--- config.mk ---
export PLATFORM = sky130hd
export DESIGN_NAME = ugch_quant
export DESIGN_NICKNAME = d
export VERILOG_FILES = /design/src/hw/rtl/ugch_pkg.sv /design/src/hw/rtl/ugch_quant.sv
export SDC_FILE = /design/constraint.sdc
export NUM_CORES = 2
export LEC_CHECK = 0
export BUFFER_PORTS_ARGS = -buffer_cell sky130_fd_sc_hd__buf_2
export CORE_ASPECT_RATIO = 1.4
export CORE_MARGIN = 3
export CORE_UTILIZATION = 54
export DETAILED_ROUTE_END_ITERATION = 12
export PLACE_DENSITY = 0.83
export SYNTH_ARGS = -nofsm -noshare
export SYNTH_HDL_FRONTEND = slang
export SYNTH_SLANG_ARGS = --single-unit
--- constraint.sdc ---
create_clock -name clk -period 10 [get_ports clk]
set_clock_uncertainty 0.05 [all_clocks]
set_input_delay 2 -clock clk [delete_from_list [all_inputs] [get_ports clk]]
set_output_delay 2 -clock clk [all_outputs]
set_load 0.03 [all_outputs]
--- src/hw/rtl/ugch_pkg.sv ---
// Package for the uniform grid cell hash: types, codes, field widths and the neighbor table.
// Used by every module of the block; depends on nothing.
`timescale 1ns / 1ps
`default_nettype none
package ugch_pkg;

	localparam int POS_W = 32;
	localparam int VAL_W = 20;
	localparam int SLOT_W = 10;
	localparam int CIN_W = 16;
	localparam int RUN_W = 11;
	localparam int CNT_W = 11;
	localparam int KEY_OUT_W = 15;
	localparam int IN_TDATA_W = 176;
	localparam int OUT_TDATA_W = 64;
	localparam int CFG_IDX_W = 3;
	localparam int NB_COUNT = 27;
	localparam logic [RUN_W-1:0] RUN_EMPTY = '1;

	// Configuration register indexes.
	localparam logic [CFG_IDX_W-1:0] CFG_ORIGIN_X = 3'd0;
	localparam logic [CFG_IDX_W-1:0] CFG_ORIGIN_Y = 3'd1;
	localparam logic [CFG_IDX_W-1:0] CFG_ORIGIN_Z = 3'd2;
	localparam logic [CFG_IDX_W-1:0] CFG_INV_CELL = 3'd3;
	localparam logic [CFG_IDX_W-1:0] CFG_ENTRY_CNT = 3'd4;

	typedef enum logic [1:0] {
		ACT_MAP   = 2'd0,
		ACT_BUILD = 2'd1,
		ACT_QUERY = 2'd2,
		ACT_READ  = 2'd3
	} act_t;

	// Neighbor offsets plus one, packed {dz, dy, dx}, two bits each.
	localparam logic [5:0] NB_OFS [NB_COUNT] = '{
		6'h00, 6'h01, 6'h02, 6'h04, 6'h05, 6'h06, 6'h08, 6'h09, 6'h0A,
		6'h10, 6'h11, 6'h12, 6'h14, 6'h15, 6'h16, 6'h18, 6'h19, 6'h1A,
		6'h20, 6'h21, 6'h22, 6'h24, 6'h25, 6'h26, 6'h28, 6'h29, 6'h2A
	};

	typedef enum logic [3:0] {
		ST_CLEAR,
		ST_IDLE,
		ST_MAP_RUN,
		ST_SORT_I,
		ST_SORT_HOLD,
		ST_SORT_J,
		ST_SORT_CMP,
		ST_SCAN_RD,
		ST_SCAN_CHK,
		ST_SCAN_END,
		ST_Q_ADDR,
		ST_Q_DATA,
		ST_R_ADDR,
		ST_R_DATA,
		ST_DONE
	} state_t;

	typedef enum logic [1:0] {
		QS_IDLE,
		QS_SUB,
		QS_MUL,
		QS_CHK
	} qstate_t;

	// Status of the quantizer toward the sequencer.
	typedef struct packed {
		logic done;
		logic valid;
	} qstat_t;

endpackage
`default_nettype wire

--- src/hw/rtl/ugch_quant.sv ---
// Quantizer: maps a Q16.16 position to a cell key with one shared subtractor and multiplier.
// Depends on ugch_pkg.
`timescale 1ns / 1ps
`default_nettype none
module ugch_quant #(
	parameter int GRID_BITS = 5
) (
	input  wire logic                          clk,
	input  wire logic                          arst_n,
	input  wire logic                          start,
	input  wire logic [ugch_pkg::POS_W-1:0]    pos_x,
	input  wire logic [ugch_pkg::POS_W-1:0]    pos_y,
	input  wire logic [ugch_pkg::POS_W-1:0]    pos_z,
	input  wire logic [ugch_pkg::POS_W-1:0]    org_x,
	input  wire logic [ugch_pkg::POS_W-1:0]    org_y,
	input  wire logic [ugch_pkg::POS_W-1:0]    org_z,
	input  wire logic [ugch_pkg::POS_W-1:0]    inv_cell,
	output ugch_pkg::qstat_t                   stat,
	output logic      [3*GRID_BITS-1:0]        key
);
	import ugch_pkg::*;

	qstate_t              qst_q, qst_nx;
	logic [1:0]           axis_q;
	logic [POS_W:0]       q_q;
	logic [2*POS_W-1:0]   prod_q;
	logic                 ok_q;
	logic                 done_q;
	logic [GRID_BITS-1:0] gx_q, gy_q, gz_q;
	logic [POS_W-1:0]     pos_sel, org_sel;
	logic                 axis_ok;

	// Next state of the per-axis sequence.
	always_comb begin
		qst_nx = qst_q;
		case (qst_q)
			QS_IDLE: if (start) qst_nx = QS_SUB;
			QS_SUB:  qst_nx = QS_MUL;
			QS_MUL:  qst_nx = QS_CHK;
			QS_CHK:  qst_nx = (axis_q == 2'd2) ? QS_IDLE : QS_SUB;
			default: qst_nx = QS_IDLE;
		endcase
	end

	// Operand selection for the current axis and the range check of its cell.
	always_comb begin
		case (axis_q)
			2'd0:    begin pos_sel = pos_x; org_sel = org_x; end
			2'd1:    begin pos_sel = pos_y; org_sel = org_y; end
			default: begin pos_sel = pos_z; org_sel = org_z; end
		endcase
		axis_ok = !q_q[POS_W] && ((prod_q[2*POS_W-1:POS_W] >> GRID_BITS) == '0);
	end

	always_ff @(posedge clk or negedge arst_n) begin
		if (!arst_n) begin
			qst_q  <= QS_IDLE;
			axis_q <= 2'd0;
			done_q <= 1'b0;
			ok_q   <= 1'b0;
		end else begin
			qst_q  <= qst_nx;
			done_q <= 1'b0;
			case (qst_q)
				QS_IDLE: if (start) begin
					axis_q <= 2'd0;
					ok_q   <= 1'b1;
				end
				QS_CHK: begin
					ok_q <= ok_q & axis_ok;
					if (axis_q == 2'd2) done_q <= 1'b1;
					else axis_q <= axis_q + 2'd1;
				end
				default: ;
			endcase
		end
	end

	// Datapath: exact 33-bit difference, then the 32 by 32 product.
	always_ff @(posedge clk) begin
		case (qst_q)
			QS_SUB: q_q <= {pos_sel[POS_W-1], pos_sel} - {org_sel[POS_W-1], org_sel};
			QS_MUL: prod_q <= q_q[POS_W-1:0] * inv_cell;
			QS_CHK: begin
				case (axis_q)
					2'd0:    gx_q <= prod_q[POS_W +: GRID_BITS];
					2'd1:    gy_q <= prod_q[POS_W +: GRID_BITS];
					default: gz_q <= prod_q[POS_W +: GRID_BITS];
				endcase
			end
			default: ;
		endcase
	end

	assign stat.done  = done_q;
	assign stat.valid = ok_q;
	assign key        = ok_q ? {gz_q, gy_q, gx_q} : '0;

endmodule
`default_nettype wire

==> results.json <==
{
  "post-route-util": 0.582,
  "status": "finished clean",
  "final_nets": 5639,
  "cp_max_fo": 32,
  "crit_slowest_cell": "buf_2",
  "required_ps": 10060,
  "netlist_instances": 4130,
  "wl_per_cell_um": 22.2,
  "core_sq_mm": 0.0695,
  "routed_via_density": 5.81,
  "setup_viol": 0,
  "start_util": 0.549,
  "remaining_drc_errors": 0,
  "seq_area_frac_synth": 0.0669,
  "grt_pass1_wl_um": 181000,
  "path_buf_inv": 4,
  "synth_seq_cells": 86,
  "synth_edf_count": 80,
  "synth_async_sr_flop_share": 0.0698,
  "finalWorstSetupSlack_ps": 404,
  "critical_path_class": "in2reg",
  "die_h_um": 321,
  "maxCapViolCount": 0,
  "syn_to_final_growth_pct": 5.98,
  "cts.htree.levels": 3,
  "cp_top_family": "adder cells",
  "synth.cell_area_sq_mm": 0.0382,
  "rows": 114,
  "min_period_over_period": 0.960,
  "arrival_ps": 9660,
  "drtIter0Drc": 2036,
  "post-place-ws_ps": 122,
  "cts_hold_buf": 0,
  "synthMostInstantiatedCell": "fa_1",
  "cts_made_buffers": 9,
  "cp-end-kind": "flip-flop",
  "max_freq_ghz": 0.104,
  "reg2reg_from": "q_q[19]$_DFFE_PN_",
  "synth_cell_types": 72,
  "first_global_vias": 33521,
  "min_from": "prod_q[36]$_DFFE_PN_",
  "hold_viol_final": 0,
  "die_x_um": 231,
  "clkSinkCount": 86,
  "cts_root_buffer": "clkbuf_16",
  "worst_slew_pin_slew_ps": 1340,
  "design_area_sq_mm": 0.0405,
  "max-clock-path-buffers": 2,
  "relSlewSlack": 0.104,
  "die_area_sq_mm": 0.0740,
  "overflow": 0,
  "slew_violations": 0,
  "synth_common_cells": "fa_1 (896), inv_1 (871), and2_1 (601), nand2_1 (564), ha_1 (299)",
  "post-cts-setup-buffers": 0,
  "synth_nets": 5552,
  "hold_path_depth": 0,
  "port_buffers": 243,
  "finalSetupTns_ps": 0,
  "hpwl_um": 89400,
  "synth_ff_type": "edfxtp_1",
  "dr.pass1.iters": 6,
  "clkTransAtPathRegs_ps": 80,
  "antenna_found_initial": 6,
  "ff2ff_setup_slack_ps": 1250,
  "final.min_clock_period_ps": 9600,
  "synth_top_area_share": 0.470,
  "cts_tree": "yes",
  "cp_common_cell": "fa_1",
  "post_cts_resized": 0,
  "layout-drive-gt1-share": 0.0824,
  "postRouteAntennaNets": 0,
  "holdCritPathClass": "reg2reg",
  "critPathLaunchType": "input pin",
  "ios": 244,
  "r2r_cells": 23,
  "insertion_delay_ps": 370,
  "yosys_warnings": 0,
  "crit_chain": "buf_2 -> and2_1 -> fa_1 -> fa_1 -> inv_1 -> fa_1 -> fa_1 -> inv_1 -> fa_1 -> fa_1 -> fa_1 -> fa_1 -> ha_1 -> a21o_2 -> a31o_2 -> a221oi_1 -> buf_4 -> and3_1 -> a21oi_1 -> o21a_1 -> a21boi_1 -> o21ai_0 -> xor2_1",
  "place_area_sq_mm": 0.0401,
  "synthTopCellsByArea": "fa_1 (47%), and2_1 (9.9%), ha_1 (9.8%)",
  "hold_end": "gz_q[4]$_DFFE_PP_",
  "globalplace.congestion": 0.996,
  "yosys.area.top_type": "fa_1",
  "rsz0062_at_grt": "no",
  "grt_usage": 0.320,
  "avgSynthCellArea_sq_um": 9.24,
  "grt_max_degree": 67,
  "slowest_delay_ps": 640,
  "r2r_end": "prod_q[48]$_DFFE_PN_",
  "routed_wl_um": 115000,
  "via_count": 29920
}
[worst max-delay path by stage]
stage	startpoint	endpoint	cells past startpoint
CTS	inv_cell[8]	prod_q[54]$_DFFE_PN_	22
detailed placement	inv_cell[8]	prod_q[54]$_DFFE_PN_	22
global placement	inv_cell[8]	prod_q[56]$_DFFE_PN_	22
finish	inv_cell[15]	prod_q[48]$_DFFE_PN_	23
global route	inv_cell[8]	prod_q[59]$_DFFE_PN_	22
floorplan	inv_cell[2]	prod_q[63]$_DFFE_PN_	26
[through the flow]
| stage | instances | hold WS [ps] |
|---|---|---|
| floorplan | 4130 | 390 |
| global placement | 5134 | 496 |
| detailed placement | 5134 | 509 |
| CTS | 5150 | 536 |
| global route | 5151 | 560 |
| finish | 5153 | 509 |
[layout by cell type, fill, tap and decap left out, types with 3 or more instances in the layout]
| cell type | instances |
|---|---|
| fa_1 | 896 |
| inv_1 | 871 |
| and2_1 | 601 |
| nand2_1 | 564 |
| ha_1 | 297 |
| buf_2 | 243 |
| a21oi_1 | 114 |
| edfxtp_1 | 80 |
| buf_4 | 66 |
| a21o_1 | 50 |
| o21ai_0 | 43 |
| nor2_1 | 42 |
| xnor2_1 | 38 |
| a22o_1 | 35 |
| a22oi_1 | 34 |
| xor2_1 | 26 |
| nand3_1 | 23 |
| nand4_1 | 18 |
| nor3_1 | 13 |
| o21bai_1 | 13 |
| o21a_1 | 10 |
| a211oi_1 | 10 |
| nor2b_1 | 10 |
| nand2b_1 | 10 |
| nor4_1 | 9 |
| clkbuf_16 | 9 |
| a31oi_1 | 7 |
| dfrtp_1 | 6 |
| o211ai_1 | 5 |
| and3_1 | 5 |
| o31ai_1 | 4 |
| diode_2 | 3 |
| a211o_1 | 3 |
| a31o_2 | 3 |
| a221oi_1 | 3 |
| o21ai_1 | 3 |
| or3_1 | 3 |
[final cells by class]
class                      instances  area [sq um]
multi-input combinational       2938         31400
clock inverter                     7          78.8
sequential                        86          2550
antenna                            3          7.51
timing repair buffer             311          1750
clock buffer                       9           225
inverter                         871          3270
fill                            5823         29000
tap                              928          1160
[per-layer routing]
| layer | up-vias | GRT usage | part of all wire |
|---|---|---|---|
| met5 | - | 0 | 0.000096 |
| met4 | 2 | 0.248 | 0.10 |
| met3 | 708 | 0.0803 | 0.11 |
| met2 | 1838 | 0.543 | 0.48 |
| met1 | 14866 | 0.341 | 0.31 |
| li1 | 12506 | - | - |
[sequential cells by signal (all words and copies together), names as in the netlist]
name and flops:
q_q 33, prod_q 32, gx_q 5, gy_q 5
gz_q 5, axis_q 2, qst_q 2, done_q 1
ok_q 1
[kinds of logic after synthesis]
kind of cell | synth area share
AOI/OAI and AO/OA | 0.0648
xor gates and xnor gates | 0.0147
adders and majority gates | 0.568
buffers and inverters | 0.111
DFF | 0.0669
and+or+nand+nor | 0.175
[worst reg2reg max path, stage by stage (launching register included)]
cell and delay [ps]:
edfxtp_1 1110, buf_4 430, and2_1 200, fa_1 390, inv_1 80, fa_1 470
fa_1 520, fa_1 520, inv_1 60, fa_1 550, fa_1 430, fa_1 520
fa_1 410, ha_1 380, a21o_2 240, a31o_2 210, a221oi_1 550, buf_4 200
and3_1 260, a21oi_1 120, o21a_1 260, a21boi_1 260, o21ai_0 140, xor2_1 160
Power is not shown: default switching activity piles up to over one toggle a cycle in this logic, so the estimate is an artifact.
